===== config.mk =====
export PLATFORM = sky130hd
export DESIGN_NAME = psc_tally
export DESIGN_NICKNAME = d
export VERILOG_FILES = /design/src/hw/rtl/psc_pkg.sv /design/src/hw/rtl/psc_tally.sv
export SDC_FILE = /design/constraint.sdc
export NUM_CORES = 1
export LEC_CHECK = 0
export BUFFER_PORTS_ARGS = -buffer_cell sky130_fd_sc_hd__buf_2
export CAP_MARGIN = 20
export CELL_PAD_IN_SITES_DETAIL_PLACEMENT = 2
export CELL_PAD_IN_SITES_GLOBAL_PLACEMENT = 2
export CORE_ASPECT_RATIO = 1.25
export CORE_MARGIN = 2
export CORE_UTILIZATION = 31
export DETAILED_ROUTE_END_ITERATION = 10
export PLACE_DENSITY = 0.85
export SLEW_MARGIN = 20
export SYNTH_ARGS = -nofsm -noshare
export SYNTH_HDL_FRONTEND = slang
export SYNTH_SLANG_ARGS = --single-unit

===== constraint.sdc =====
create_clock -name clk -period 5.1 [get_ports clk]
set_clock_uncertainty 0.1 [all_clocks]
set_input_delay 0.51 -clock clk [delete_from_list [all_inputs] [get_ports clk]]
set_output_delay 0.51 -clock clk [all_outputs]
set_load 0.01 [all_outputs]

===== src/hw/rtl/psc_pkg.sv =====
// ----------------------------------------------------------------------------
// psc_pkg
// shared types and constants of the prime sieve counter
// ----------------------------------------------------------------------------
package psc_pkg;

  localparam int LIMIT_W     = 17;
  localparam int COUNT_W     = 13;
  localparam int FIRST_PRIME = 2;

  localparam logic [COUNT_W-1:0] COUNT_MAX = 13'd8191;

  typedef enum logic [2:0] {
    ST_IDLE,
    ST_FILL,
    ST_READ,
    ST_CHECK,
    ST_CLEAR,
    ST_COUNT,
    ST_DRAIN,
    ST_DONE
  } state_t;

  // sequencer to tally control
  typedef struct packed {
    logic clear;   // new request, restart the count
    logic issue;   // mark read issued this cycle, data next cycle
  } tally_ctl_t;

endpackage


===== src/hw/rtl/psc_tally.sv =====
// ----------------------------------------------------------------------------
// psc_tally
// counts set marks returned by the table, saturating at the field maximum
// ----------------------------------------------------------------------------
module psc_tally import psc_pkg::*; (
  input  logic               clk,
  input  logic               rst_n,
  input  tally_ctl_t         ctl,
  input  logic               rd_data,
  output logic [COUNT_W-1:0] count_r
);

  logic               sample_r;
  logic               sample_nxt;
  logic [COUNT_W-1:0] count_nxt;

  always_comb begin
    sample_nxt = ctl.issue;
    count_nxt  = count_r;
    if (ctl.clear) begin
      count_nxt = '0;
    end else if (sample_r && rd_data && (count_r != COUNT_MAX)) begin
      count_nxt = count_r + 1'b1;
    end
  end

  always_ff @(posedge clk) begin
    if (!rst_n) begin
      sample_r <= 1'b0;
      count_r  <= '0;
    end else begin
      sample_r <= sample_nxt;
      count_r  <= count_nxt;
    end
  end

endmodule


* After elaboration in Yosys (flattened, before gate mapping) *
Cells that the tools add are included.

operators by class
  equality and inequality tests = 1
  reductions and logical operators = 3
  $add $sub $neg = 1
  bitwise logic cells = 1

operators with widths
  operator                 count
  $add A13 B1 Y13 const B  1
  $ne A13 B13 Y1 const B   1
  $logic_and A1 B1 Y1      2
  $reduce_or A2 Y1         1
  $not A1 Y1               1

storage, ports and cells
  output and inout port bits = 13
  register bits after elaboration = 14
  logic and storage cells = 8

* Depth between registers and ports, before layout *
  depth in word-level cells = 2
  gate-level depth with buffers = 5

* Worst setup path after synthesis *
No wires, ideal clock.

  kind = flip-flop to flip-flop
  from = register count_r[0]
  to = register count_r[3]
  data arrival time = 1521 ps
  setup time = 132 ps
  path slack = 3347 ps
  buffers on the path = 0
  cell stages (with the launch flop) = 6
  data required time = 4868 ps
  path through = dfxtp_1 -> ha_1 -> nand4_1 -> o311ai_2 -> or3_1 -> a21oi_1

on the way
  word-level cells in the longest chain between the ends = 2
  elaborated cells on any way between the ends = 3

ends and longest elaborated chain
  element                                                  line             RTL
  from (decl)                                              psc_tally.sv:10  output logic [COUNT_W-1:0] count_r
  from (signal assigned)                                   psc_tally.sv:33  count_r <= count_nxt;
  branches (longest 2 deep; another with $add A13 B1 Y13)  -

Several ways; the timed one is not identified.
A chain may end at the register's enable or synchronous reset.

* Worst setup path in the final report *
  from = register count_r[0]
  to = register count_r[0]

Same word-level chain as after synthesis.

==> impl_metrics.yaml <==
placement:
  place_congestion: 0.802
  dpl.hpwl_mm: 1.41
  dp_cells: 108
  io_buffers: 17
  dpl_worst_slack_ns: 3.14
clocking:
  root_buffer: "clkbuf_4"
  hold_buffers: 0
  cts.clk_slew.worst_paths_ns: 0.08
  post_cts_buffers: 0
  htreeDepth: 1
  cts_max_path_buffers: 2
  clk_latency_ns: 0.28
  cts_tree: "done"
  cts_buffers: 3
  post_cts_resized: 0
  clock_sinks: 14
floorplan:
  core-area_um2: 2000
  chipHeight_um: 55.8
  rows: 18
  boundaryPins: 18
  die_w_um: 45.4
  dieArea_um2: 2540
  initial_utilization_pct: 33.2
cells_and_area:
  antenna-diode-count: 0
  final_layout_size_suffix_gt1_share_pct: 27.2
  utilization_pct: 40.1
  layout.cells.non_filler: 112
  nets: 99
  fill_cells: 244
  area_delta_synth_final_pct: 20.7
sta:
  min_period_ns: 1.97
  rsz0062_at_grt: "no"
  final-hold-violation-count: 0
  setup_viol: 0
  setup_tns_ns: 0
  relSlewSlack_pct: 67.8
  drv_slew: 0
  fmax_mhz: 508
  tightest_slew_ns: 0.482
  finalWorstSetupSlack_ns: 3.13
  min_period_over_period_pct: 38.6
power:
  p_leak_nw: 0.302
  power_density_nw_per_um2: 247
  ir_worst_vdd_mv: 0.145
  total_power_mw: 0.198
critical_path:
  r2r_setup_slack_ns: 3.13
  cp.required_ns: 5.16
  cp_max_fo: 7
  criticalPathCategory: "flip-flop to flip-flop"
  critPathArrivalTime_ns: 2.03
  start_kind: "flip-flop"
  end_kind: "flip-flop"
  rr_worst_depth: 5
  r2r_start: "count_r[0]"
  worstReg2RegEnd: "count_r[0]"
run_status:
  status: "finished clean"
routing:
  drtPass1Iterations: 4
  vias: 667
  avgViaCountPerCell: 5.96
  drtIter0Drc: 11
  wire_per_inst_um: 16.9
  routed_wl_mm: 1.90
  drc: 0
  drtAntennaViolNets: 0
worst_hold_path:
  min_path_type: "input port to flip-flop"
  hold_path_depth: 2
  worstHoldStart: "ctl[0]"
  min_to: "sample_r"
synthesis:
  synth.distinct_cells: 27
  avgSynthCellArea_um2: 9.12
  ys_ff_latch: 14
  synth_area_um2: 666
  synth_edf_count: 0
  synth_warnings: 0
  yosysSeqAreaShare_pct: 42.1
  syn_inst: 73
  synthesis.nets: 79
  async_flop_share_pct: 0
  synth_top_flop_cell: "dfxtp_1"
global_routing:
  antenna_found_initial: 0
  grt_use_total_pct: 16.9
  grt_pass1_vias: 703
  gr-total-overflow: 0
  grt_pass1_wl_mm: 3.28
  grt_start_max_net_pins: 13
run:
  drv_cap: 0
final cells by class:
| type | instances | area, um2 | share of cell area (%) |
|---|---|---|---|
| Multi-Input combinational cell | 57 | 377 | 46.9 |
| Sequential cell | 14 | 280 | 34.9 |
| Timing Repair Buffer | 17 | 85.1 | 10.6 |
| Clock buffer | 4 | 36.3 | 4.52 |
| Tap cell | 20 | 25.0 | 3.12 |
worst max-delay path, cell delays in order, from the launching register on:
cell	delay, ns
dfxtp_1	0.48
ha_1	0.29
nand4_1	0.26
o311ai_2	0.48
xor2_1	0.20
nor2_1	0.05
worst max path at each step:
stage	slack [ns]	cells after the start	from	to
detailed placement	3.14	5	count_r[0]	count_r[3]
global placement	3.23	5	rd_data	count_r[11]
global route	2.96	5	count_r[0]	count_r[0]
floorplan	3.35	5	count_r[0]	count_r[3]
finish	3.13	5	count_r[0]	count_r[0]
CTS	3.10	5	count_r[0]	count_r[3]
cells in the final DEF (no fill, tap or decap), types with 3 or more instances in the layout:
cell type	instances
o31ai_1	3
nand2_1	5
nand3_1	6
nor2_1	3
buf_2	17
or4_1	4
clkbuf_4	3
o211ai_1	3
or3_1	4
nand4_1	5
o21ai_0	4
dfxtp_1	14
a21oi_1	6
cells in the mapped netlist (all sizes together) (2+ instances only):
cell type | count | area [um2]
nand3 | 6 | 30.0
or3 | 4 | 25.0
o31ai | 3 | 22.5
nor2 | 3 | 11.3
nand2 | 5 | 18.8
nand4 | 6 | 43.8
o311ai | 2 | 25.0
a21oi | 6 | 30.0
o211ai | 3 | 22.5
or4 | 4 | 30.0
dfxtp | 14 | 280
o21ai | 5 | 25.0
sequential cells by signal (all words and copies together), names as in the netlist:
| signal | flops |
|---|---|
| count_r | 13 |
| sample_r | 1 |
per-layer routing:
metal  wire length [um]  vias up  global-route usage [%]  part of all wire, %
li1                   -      325                       -                    -
met1                869      327                    22.3                   46
met2                951       13                    27.2                   50
met3                 64        2                    1.95                  3.4
met4                 12        0                    6.30                 0.63
met5                  0        -                       0                    0
cells by family after synthesis:
| group | count (synthesis) | share of synthesized area [%] |
|---|---|---|
| flops | 14 | 42.1 |
| fa+ha+maj | 1 | 1.88 |
| buf+inv | 2 | 1.31 |
| simple gates | 33 | 29.5 |
| xor+xnor | 1 | 1.32 |
| compound gates | 22 | 23.9 |
metrics by stage:
| step | hold WS, ns | cell area, um2 |
|---|---|---|
| after floorplan | 0.405 | 666 |
| after global placement | 0.378 | 767 |
| after detailed placement | 0.398 | 767 |
| after CTS | 0.326 | 803 |
| after global routing | 0.344 | 803 |
| final | 0.340 | 803 |
power breakdown:
part | leakage (nW) | switching (mW) | internal [mW]
clock network | 0.0210 | 0.0376 | 0.0434
registers | 0.113 | 0.000951 | 0.110
logic | 0.168 | 0.00419 | 0.00248
total | 0.302 | 0.0427 | 0.156
No activity file was read; power rests on OpenSTA's default activity.
