<file path="src/hw/rtl/psc_pkg.sv">
// ----------------------------------------------------------------------------
// psc_pkg
// shared types and constants of the prime sieve counter
// ----------------------------------------------------------------------------
package psc_pkg;

  localparam int LIMIT_W     = 17;
  localparam int COUNT_W     = 13;
  localparam int FIRST_PRIME = 2;

  localparam logic [COUNT_W-1:0] COUNT_MAX = 13'd8191;

  typedef enum logic [2:0] {
    ST_IDLE,
    ST_FILL,
    ST_READ,
    ST_CHECK,
    ST_CLEAR,
    ST_COUNT,
    ST_DRAIN,
    ST_DONE
  } state_t;

  // sequencer to tally control
  typedef struct packed {
    logic clear;   // new request, restart the count
    logic issue;   // mark read issued this cycle, data next cycle
  } tally_ctl_t;

endpackage

</file>
<file path="src/hw/rtl/psc_seq.sv">
// ----------------------------------------------------------------------------
// psc_seq
// sequencer: fill, sieve and count passes over the mark table
// ----------------------------------------------------------------------------
module psc_seq import psc_pkg::*; #(
  parameter int MAX_LIMIT = 65536,
  parameter int AW        = 17
) (
  input  logic               clk,
  input  logic               rst_n,
  input  logic               start,
  input  logic [LIMIT_W-1:0] limit,
  output logic               busy,
  output logic               done,
  output logic               wr_en,
  output logic [AW-1:0]      wr_addr,
  output logic               wr_data,
  output logic               rd_en,
  output logic [AW-1:0]      rd_addr,
  input  logic               rd_data,
  output tally_ctl_t         ctl
);

  localparam int SW = AW + 1;
  localparam int CW = (AW > LIMIT_W) ? AW : LIMIT_W;
  localparam logic [SW-1:0] FIRST_SQ = SW'(FIRST_PRIME * FIRST_PRIME);

  state_t        state_r, state_nxt;
  logic [AW-1:0] n_r, n_nxt;
  logic [AW-1:0] a_r, a_nxt;
  logic [AW-1:0] i_r, i_nxt;
  logic [SW-1:0] sq_r, sq_nxt;
  logic [AW-1:0] j_r, j_nxt;

  logic          accept;
  logic [AW-1:0] n_sat;
  logic [SW-1:0] j_step;
  logic [SW-1:0] sq_step;
  logic          clear_end;
  logic          sieve_end;

  assign accept = start && (state_r == ST_IDLE);

  always_comb begin
    if (CW'(limit) > CW'(MAX_LIMIT)) begin
      n_sat = AW'(MAX_LIMIT);
    end else begin
      n_sat = AW'(limit);
    end
  end

  assign j_step    = SW'(j_r) + SW'(i_r);
  assign sq_step   = sq_r + {i_r, 1'b1};
  assign clear_end = j_step > SW'(n_r);
  assign sieve_end = sq_step > SW'(n_r);

  // next state
  always_comb begin
    state_nxt = state_r;
    case (state_r)
      ST_IDLE: begin
        if (start) state_nxt = ST_FILL;
      end
      ST_FILL: begin
        if (a_r == n_r) begin
          state_nxt = (FIRST_SQ > SW'(n_r)) ? ST_COUNT : ST_READ;
        end
      end
      ST_READ:  state_nxt = ST_CHECK;
      ST_CHECK: begin
        if (rd_data)        state_nxt = ST_CLEAR;
        else if (sieve_end) state_nxt = ST_COUNT;
        else                state_nxt = ST_READ;
      end
      ST_CLEAR: begin
        if (clear_end) state_nxt = sieve_end ? ST_COUNT : ST_READ;
      end
      ST_COUNT: begin
        if (a_r == n_r) state_nxt = ST_DRAIN;
      end
      ST_DRAIN: state_nxt = ST_DONE;
      ST_DONE:  state_nxt = ST_IDLE;
      default:  state_nxt = ST_IDLE;
    endcase
  end

  // outputs
  always_comb begin
    busy      = (state_r != ST_IDLE);
    done      = 1'b0;
    wr_en     = 1'b0;
    wr_addr   = a_r;
    wr_data   = 1'b0;
    rd_en     = 1'b0;
    rd_addr   = a_r;
    ctl.clear = accept;
    ctl.issue = 1'b0;
    case (state_r)
      ST_FILL: begin
        wr_en   = 1'b1;
        wr_data = (a_r >= AW'(FIRST_PRIME));
      end
      ST_READ: begin
        rd_en   = 1'b1;
        rd_addr = i_r;
      end
      ST_CLEAR: begin
        wr_en   = 1'b1;
        wr_addr = j_r;
      end
      ST_COUNT: begin
        if (a_r != n_r) begin
          rd_en     = 1'b1;
          ctl.issue = 1'b1;
        end
      end
      ST_DONE:  done = 1'b1;
      default: ;
    endcase
  end

  // address and loop counters
  always_comb begin
    n_nxt  = n_r;
    a_nxt  = a_r;
    i_nxt  = i_r;
    sq_nxt = sq_r;
    j_nxt  = j_r;
    case (state_r)
      ST_IDLE: begin
        n_nxt = n_sat;
        a_nxt = '0;
      end
      ST_FILL: begin
        if (a_r == n_r) begin
          a_nxt  = '0;
          i_nxt  = AW'(FIRST_PRIME);
          sq_nxt = FIRST_SQ;
        end else begin
          a_nxt = a_r + 1'b1;
        end
      end
      ST_CHECK: begin
        if (rd_data) begin
          j_nxt = AW'(sq_r);
        end else begin
          i_nxt  = i_r + 1'b1;
          sq_nxt = sq_step;
        end
      end
      ST_CLEAR: begin
        if (clear_end) begin
          i_nxt  = i_r + 1'b1;
          sq_nxt = sq_step;
        end else begin
          j_nxt = AW'(j_step);
        end
      end
      ST_COUNT: begin
        if (a_r != n_r) a_nxt = a_r + 1'b1;
      end
      default: ;
    endcase
  end

  always_ff @(posedge clk) begin
    if (!rst_n) begin
      state_r <= ST_IDLE;
    end else begin
      state_r <= state_nxt;
    end
  end

  always_ff @(posedge clk) begin
    n_r  <= n_nxt;
    a_r  <= a_nxt;
    i_r  <= i_nxt;
    sq_r <= sq_nxt;
    j_r  <= j_nxt;
  end

endmodule

</file>
<file path="config.mk">
export PLATFORM = sky130hd
export DESIGN_NAME = psc_seq
export DESIGN_NICKNAME = d
export VERILOG_FILES = /design/src/hw/rtl/psc_pkg.sv /design/src/hw/rtl/psc_seq.sv
export SDC_FILE = /design/constraint.sdc
export NUM_CORES = 1
export LEC_CHECK = 0
export BUFFER_PORTS_ARGS = -buffer_cell sky130_fd_sc_hd__buf_2
export CAP_MARGIN = 20
export CORE_UTILIZATION = 30
export DETAILED_ROUTE_END_ITERATION = 12
export SYNTH_ARGS = -nofsm -noshare
export SYNTH_HDL_FRONTEND = slang
export SYNTH_SLANG_ARGS = --single-unit
</file>
<file path="constraint.sdc">
create_clock -name clk -period 6.8 [get_ports clk]
set_input_delay 0.34 -clock clk [delete_from_list [all_inputs] [get_ports clk]]
set_output_delay 0.34 -clock clk [all_outputs]
set_load 0.1 [all_outputs]
</file>
== Yosys cells after proc, flatten, opt, wreduce, memory -nomap -nowiden ==
Index checks and enable logic that the tools add are counted.
Cells by class
  muxes and demuxes: 30
  magnitude comparators: 5
  add/subtract/negate cells: 4
  reduce and logical (&&, ||, !) cells: 11
  equal/unequal tests: 17
Operators with widths (count)
  $mux W17: 9
  $pmux W17 S3: 2
  $mux W18: 3
  $pmux W18 S3: 1
  $gt A18 B17 Y1: 2
  $add A17 B1 Y17 const B: 2
  $pmux W17 S2: 1
  $pmux W3 S8: 1
  $mux W3: 7
  $add A17 B17 Y18: 1
  $add A18 B18 Y18: 1
  $eq A17 B17 Y1: 1
  $ge A17 B2 Y1 const B: 1
  $gt A17 B17 Y1 const B: 1
  $gt A3 B17 Y1 const A: 1
  $ne A17 B17 Y1: 1
  $ne A2 B2 Y1 const B: 8
  $eq A3 B3 Y1 const B: 4
  $reduce_bool A3 Y1: 3
  $reduce_and A4 Y1: 2
  $eq A3 B2 Y1 const B: 2
  $mux W1: 5
  $eq A3 B1 Y1 const B: 1
  $logic_not A3 Y1: 1
  other kinds (6): 6
Storage, ports and cells
  logic and storage cells: 73
  register bits: 89

== Longest topological paths before layout ==
Gate-level depths: netlist of the first run.
  word-level depth: 5
  gate-level depth with buffers: 17
  depth with buffers taken out: 17

== Least setup slack after synthesis of the first run ==
OpenSTA, ideal clock, no wires.
  kind: flip-flop to flip-flop
  start: reg i_r[0]
  end: reg i_r[0] (enable)
  arrival: 5.051 ns
  path slack: 1.309 ns
  library setup time: 0.440 ns
  path buffers: 0
  stages on the path, launching flop included: 17
  data required time: 6.360 ns
  cells stage by stage: edfxtp_1 > ha_1 > inv_1 > fa_1 > nor2b_1 > o21a_1 > o21ai_1 > a2111oi_0 > nor3_1 > xnor2_1 > ha_1 > nand3_1 > nor4_1 > a211o_1 > a2111oi_1 > and2_1 > o22ai_1
On the way
  longest elaborated chain between the ends: 4
RTL lines
  start: declaration: line psc_seq.sv:31  | logic [AW-1:0] i_r, i_nxt;
  start signal: assignment: line psc_seq.sv:177  | i_r <= i_nxt;
  $add A17 B17 Y18: line psc_seq.sv:52  | assign j_step = SW'(j_r) + SW'(i_r);
  $gt A18 B17 Y1: line psc_seq.sv:54  | assign clear_end = j_step > SW'(n_r);
  $ne A2 B2 Y1 (no line)
  $reduce_and A4 Y1 (no line)
No other way between the ends.
A chain may end at the register's enable or synchronous reset.

== Worst setup path in the final report of the first run ==
  start: reg i_r[0]
  end: reg j_r[4] (enable)
On the way
  longest elaborated chain between the ends: 4
RTL lines
  $add A17 B17 Y18: line psc_seq.sv:52
  $gt A18 B17 Y1: line psc_seq.sv:54
  $ne A2 B2 Y1 (no line)
  $reduce_and A3 Y1 (no line)
  end signal: assignment: line psc_seq.sv:179  | j_r <= j_nxt;
  end: declaration: line psc_seq.sv:33  | logic [AW-1:0] j_r, j_nxt;
No other way between the ends.

==> summary.md, run 1 <==
| Metric | Value |
|---|---|
| Most frequent cells in the layout | `edfxtp_1 (86), nor2_1 (76), ha_1 (70), buf_2 (61)` |
| CTS root buffer | `clkbuf_16` |
| Synth cell types | `63` |
| Met3 Routed Length | `1.23 mm` |
| Max stage delay on crit path | `1.05 ns` |
| Core Rows | `56` |
| Num ports | `62` |
| CTS tree | `built` |
| Syn nets | `around 830` |
| Period utilization | `85.7%` |
| Met2 WL post-DR | `9.63 mm` |
| CP Depth | `18` |
| Most numerous cell on the critical path | `ha_1` |
| Maximum clock rate | `172 MHz` |
| Final ANT Viol Nets | `0` |
| Drt wl/cell | `roughly 19 µm` |
| Sequential share of the synthesized area | `roughly 37%` |
| HPWL Detailed | `16.5 mm` |
| Global-route usage over all layers | `17.7%` |
| DP Cell Count | `1098` |
| Fin nets | `883` |
| Sum of buffers and inverters on the critical path | `2` |
| Cts repair resizes | `0` |
| Crit path max-delay family | `compound AO/OA/AOI/OAI gates` |
| Largest net degree at the start of global routing | `37` |
| RD Place Congestion | `0.893` |
| Top sig layer | `met4` |
| Async SR Flop Fraction | `0%` |
| Routed vias/inst | `5.19` |
| CP endpoint kind | `flop` |
| First-pass GRT wire length | `32.3 mm` |
| Clock sinks | `89` |
| CP max FO | `17` |
| Vias in the first global route | `5461` |
| Crit path cell chain | `ha_1 -> inv_1 -> fa_1 -> nor2b_1 -> o21a_1 -> o21ai_1 -> a2111oi_0 -> nor3_1 -> xnor2_1 -> ha_1 -> a21o_1 -> a211oi_1 -> o21ai_0 -> a211o_1 -> a2111oi_1 -> and2_1 -> a31o_1 -> buf_4` |
| Drt drc | `0` |
| Endpoints failing setup | `0` |
| Synth-to-layout area growth | `13.5%` |
| Initial antenna violation count | `0` |
| Synth Instances | `740` |
| Slew HR | `16.3%` |
| Worst-Margin Slew | `1.22 ns` |
| Synth Area per Inst | `9.73 µm²` |
| Final hold vios | `0` |
| Critical Path Start Type | `flop` |
| Post-route cell area | `0.00817 mm²` |
| Clk_skew | `approximately 0.01 ns` |
| DR pass1 iterations | `4` |
| Placed cell areas | `0.00786 mm²` |
| WS Path Type | `flop to flop` |
| Crit-path slowest cell | `a2111oi_0` |
| DIE AREA | `0.0246 mm²` |
| Cts hold-fix bufs | `0` |
| EDFF count, synth | `86` |
| Routed WL | `21.1 mm` |
| FF-to-FF path depth | `18` |
| Hold WS | `0.279 ns` |
| Slew Limit Fails | `0` |
| Clock buffer depth | `2` |
| DR vias | `5783` |
| Primary FF master, synth | `edfxtp_1` |
| PD cells | `269 mW/mm²` |
| Status | `complete, no violations` |
| IO Port Bufs | `61` |
| Commonest non-fill, non-tap cell in the layout | `edfxtp_1` |
| Min cycle time layout | `around 5.8 ns` |
| Leak Pwr | `3.23 nW` |
| Arr. time, crit path | `5.86 ns` |
| Die width | `about 160 µm` |
| Layout cells sized above 1 | `between 15 and 20%` |
| Post-Route Setup TNS | `0 ns` |
| CP required | `6.83 ns` |
| Initial Utilization | `30.7%` |
| H-tree levels | `3` |
| Synthesized area | `0.00720 mm²` |
| Hold depth | `3` |
| Yosys warnings | `0` |
| Total core area | `0.0235 mm²` |
| Maximum vdd drop | `141 µV` |
| MaxCap Viol Count | `0` |
| Unrepaired setup endpoints after global routing | `false` |
| Number of diodes | `0` |
| Fillcell total | `2402` |
| Grt ovf | `0` |
| Clock transition at path regs | `0.07 ns` |
| Hold/Removal Path Class | `input pin to flop` |
| Post-CTS Setup Inserts | `0` |
| Die height | `approximately 160 µm` |
| Synthesis-stage register bit count | `89` |
| Power, Total | `2.20 mW` |
| Met1 WL | `roughly 10 mm` |
| DR iter-0 viols | `572` |
| Post-Layout Cell Count | `around 1100` |
| Cts bufs inserted | `9` |
| Worst skew pair latency | `0.36 ns` |
==> per-layer routing <==
| layer | up-vias | global-route usage (%) |
|---|---|---|
| met5 | - | 0 |
| met4 | 0 | 5.18 |
| met3 | 20 | 3.80 |
| met2 | 178 | 28.1 |
| met1 | 2773 | 24.1 |
| li1 | 2812 | - |
==> tightest hold or removal path, cell delays in order <==
cell and delay, ns:
buf_2 0.11, nand2_1 0.06, o32ai_1 0.07
==> flip-flops by register name, indices dropped and copies added, names as in the netlist <==
| register | flops |
|---|---|
| j_r | 17 |
| a_r | 17 |
| n_r | 17 |
| sq_r | 18 |
| i_r | 17 |
| state_r | 3 |
==> final cells by class <==
type                            instances  area [µm²]  share of cell area [%]
Multi-Input combinational cell        579        4300                    52.6
Clock buffer                            9         225                    2.76
Inverter                               43         161                    1.97
Timing Repair Buffer                   68         358                    4.38
Clock inverter                          7        85.1                    1.04
Tap cell                              319         399                    4.88
Sequential cell                        89        2640                    32.3
==> metrics by stage <==
step                worst slack [ns]  util, %
CTS                             1.13     34.8
floorplan                       1.31        -
global placement                1.28     33.5
finish                         0.975     34.8
detailed placement              1.17     33.5
global route                   0.819     34.8
==> cells in the mapped netlist, types with 5 or more instances <==
library cell / number / area share, %
nor2b_1: 32 / 2.8
ha_1: 70 / 12
nand4_1: 20 / 1.7
o21ai_1: 8 / 0.56
edfxtp_1: 86 / 36
xnor2_1: 47 / 5.7
nor2_1: 76 / 4.0
mux2_2: 47 / 7.4
a211oi_1: 7 / 0.73
inv_1: 43 / 2.2
clkbuf_1: 23 / 1.2
a21oi_1: 33 / 2.3
xor2_1: 26 / 3.2
a21o_1: 9 / 0.94
nand3_1: 25 / 1.7
o21a_1: 8 / 0.83
nand2b_1: 8 / 0.70
o21ai_0: 25 / 1.7
and3_1: 10 / 0.87
nor3_1: 16 / 1.1
a31oi_1: 5 / 0.43
nand2_1: 25 / 1.3
nor4_1: 17 / 1.5
and2_1: 6 / 0.52
==> cells by family after synthesis <==
group           synth area share (%)
simple gates                    18.0
compound gates                  12.5
flops                           36.7
xor+xnor                        8.88
buf+inv                         3.82
fa+ha+maj                       12.7
mux                             7.35
==> path summary, 6_finish.rpt <==
kind	startpoint	end	slack, ns
setup / recovery	i_r[0]	j_r[4]	0.98
hold / removal	rst_n	state_r[2]	0.28
setup reg to reg	i_r[0]	j_r[4]	0.98
hold reg to reg	sq_r[2]	j_r[2]	0.59
==> power by group <==
part	total (mW)	leakage [nW]	internal [mW]	switching, mW
registers	0.784	0.874	0.666	0.118
clock network	0.541	0.152	0.294	0.247
logic	0.872	2.21	0.241	0.631
total	2.20	3.23	1.20	0.997
Power figures use the tool's default switching activity.
==> run 2: changes to the inputs <==
--- a/config.mk
+++ b/config.mk
@@ -7,8 +7,9 @@
 export LEC_CHECK = 0
 export BUFFER_PORTS_ARGS = -buffer_cell sky130_fd_sc_hd__buf_2
 export CAP_MARGIN = 20
-export CORE_UTILIZATION = 30
+export CORE_UTILIZATION = 60
 export DETAILED_ROUTE_END_ITERATION = 12
+export PLACE_DENSITY = 0.8
 export SYNTH_ARGS = -nofsm -noshare
 export SYNTH_HDL_FRONTEND = slang
 export SYNTH_SLANG_ARGS = --single-unit
==> summary.md, run 2 (synthesis results as in run 1) <==
| Metric | Value |
|---|---|
| Routed vias/inst | `6.42 (+24%)` |
| DR pass1 iterations | `9 (+5)` |
| Grt ovf | `0 (unchanged)` |
| Global-route usage over all layers | `32.5% (+15 points)` |
| Final ANT Viol Nets | `0 (unchanged)` |
| RD Place Congestion | `0.972 (+8.9%)` |
| Endpoints failing setup | `0 (unchanged)` |
| Num ports | `62 (unchanged)` |
| Vias in the first global route | `5778 (+5.8%)` |
| Sw frac | `43.9% (-1.4 points)` |
| CP required | `6.78 ns (-0.05 ns)` |
| Most frequent cells in the layout | `edfxtp_1 (86), nor2_1 (76), ha_1 (70), buf_2 (61)` |
| Maximum vdd drop | `190 µV (+34%)` |
| Slew HR | `45.4% (+29 points)` |
| Layout cells sized above 1 | `18.1% (-0.25 points)` |
| Clock buffer depth | `2 (unchanged)` |
| Synth-to-layout area growth | `10.5%` |
| First-pass GRT wire length | `30.4 mm (-5.9%)` |
| Clock transition at path regs | `0.06 ns (about the same)` |
| WS Path Type | `flop to flop` |
| Commonest non-fill, non-tap cell in the layout | `edfxtp_1` |
| Cts repair resizes | `0 (unchanged)` |
| Initial Utilization | `62.3% (+32 points)` |
| H-tree levels | `3 (unchanged)` |
| Status | `complete, but fails checks` |
| Worst setup margin | `1.24 ns (+0.265 ns)` |
| Seq pwr share | `35.3% (-0.4 points)` |
| Combinational share of power | `40.2% (+0.5 points)` |
| HPWL Detailed | `15.3 mm (-7.1%)` |
| Unrepaired setup endpoints after global routing | `false` |
| Core Rows | `39 (-30%)` |
| Hold/Removal Path Class | `input pin to flop` |
| P_int | `1.23 mW (+2.4%)` |
| Clock sinks | `89 (unchanged)` |
| Fin nets | `883 (unchanged)` |
| Post-route cell area | `0.00796 mm² (-2.6%)` |
| Leak Pwr | `3.23 nW (about the same)` |
| Cts hold-fix bufs | `0 (unchanged)` |
| Post-CTS Setup Inserts | `0 (unchanged)` |
| CP max FO | `17 (unchanged)` |
| Clk_skew | `0.00484 ns (-0.00510 ns)` |
| Placed cell areas | `0.00764 mm² (-2.9%)` |
| Switching pwr | `0.963 mW (-3.4%)` |
| CTS tree | `built` |
| DIE AREA | `0.0124 mm² (-49%)` |
| Largest net degree at the start of global routing | `42 (+14%)` |
| Reg with most FFs | `sq_r` |
| Post-Route Setup TNS | `0 ns (unchanged)` |
| Max FFs per register | `18 (unchanged)` |
| Number of diodes | `0 (unchanged)` |
| Slew Limit Fails | `0 (unchanged)` |
| Die height | `112 µm (-29%)` |
| Drt wl/cell | `21.3 µm (+12%)` |
| Clock share of power | `24.5% (about the same)` |
| Die width | `112 µm (-29%)` |
| PD cells | `276 mW/mm² (+2.5%)` |
| CP endpoint kind | `flop` |
| Critical Path Start Type | `flop` |
| Initial antenna violation count | `0 (unchanged)` |
| Period utilization | `81.8% (-3.9 points)` |
| Failing checks | `DRC` |
| DR vias | `6021 (+4.1%)` |
| Final hold vios | `0 (unchanged)` |
| Worst-Margin Slew | `0.819 ns (-0.406 ns)` |
| Maximum clock rate | `180 MHz (+4.8%)` |
| IO Port Bufs | `61 (unchanged)` |
| Min cycle time layout | `5.56 ns (-0.265 ns)` |
| MaxCap Viol Count | `0 (unchanged)` |
| Place WS | `1.31 ns (+0.141 ns)` |
| Worst skew pair latency | `0.35 ns (about the same)` |
| Fillcell total | `904 (-62%)` |
| Drt drc | `5 (+5)` |
| Cts bufs inserted | `9 (unchanged)` |
| DR iter-0 viols | `694 (+21%)` |
| Routed WL | `20.0 mm (-5.3%)` |
| CTS root buffer | `clkbuf_16` |
| Total core area | `0.0116 mm² (-51%)` |
| Arr. time, crit path | `5.54 ns (-0.32 ns)` |
## run 2: through the flow
stage / util (%) / cells / hold WS (ns) / power (mW)
after floorplan: - / 740 / 0.502 / 1.46
after detailed placement: 66.0 / 921 / 0.570 / 1.65
after CTS: 68.7 / 937 / 0.262 / 2.18
after global placement: 65.9 / 920 / 0.571 / 1.63
final: 68.8 / 938 / 0.270 / 2.19
after global routing: 68.8 / 938 / 0.273 / 2.27
## run 2: worst paths after layout
path              from      end  slack, ns  depth (start not counted)
max reg2reg     i_r[0]   j_r[1]       1.24                         17
min reg2reg   sq_r[12]  j_r[12]       0.61                          2
min          limit[16]  n_r[16]       0.27                          1
max             i_r[0]   j_r[1]       1.24                         17
## run 2: final cells by class
cell class	instances	area (µm²)	share of cell area [%]
flip-flops and latches	89	2640	33.2
clock inverters	6	82.6	1.04
clock buffers	10	229	2.88
well taps	143	179	2.25
inverters	43	161	2.03
multi-input cells	579	4300	54.0
repair buffers	68	362	4.54
## run 2: layer usage
metal | share of wire, % | GRT usage [%] | vias up | routed length, µm
li1 | - | - | 2808 | -
met1 | 41 | 40.6 | 2866 | 8150
met2 | 47 | 53.5 | 285 | 9410
met3 | 7.7 | 6.37 | 62 | 1540
met4 | 4.6 | 17.1 | 0 | 927
met5 | 0 | 0 | - | 0
## run 2: power groups by stage
| stage | Combinational [mW] | Clock [mW] | Sequential, mW |
|---|---|---|---|
| floorplan | 0.751 | 0 | 0.708 |
| global placement | 0.847 | 0 | 0.779 |
| detailed placement | 0.869 | 0 | 0.781 |
| CTS | 0.873 | 0.540 | 0.770 |
| global route | 0.933 | 0.560 | 0.778 |
| finish | 0.880 | 0.537 | 0.775 |
## run 2: worst max-delay path: stages (launching register included)
cell and delay (ns):
edfxtp_1 0.49, ha_1 0.24, inv_1 0.06, fa_1 0.40, nor2b_1 0.13, o21a_1 0.14
o21ai_1 0.13, a2111oi_0 0.60, nor3_1 0.12, xnor2_1 0.24, ha_1 0.29, a21o_1 0.18
a211oi_1 0.20, o21ai_0 0.11, a211o_1 0.28, a2111oi_1 0.57, and2_1 0.32, a31o_1 0.67
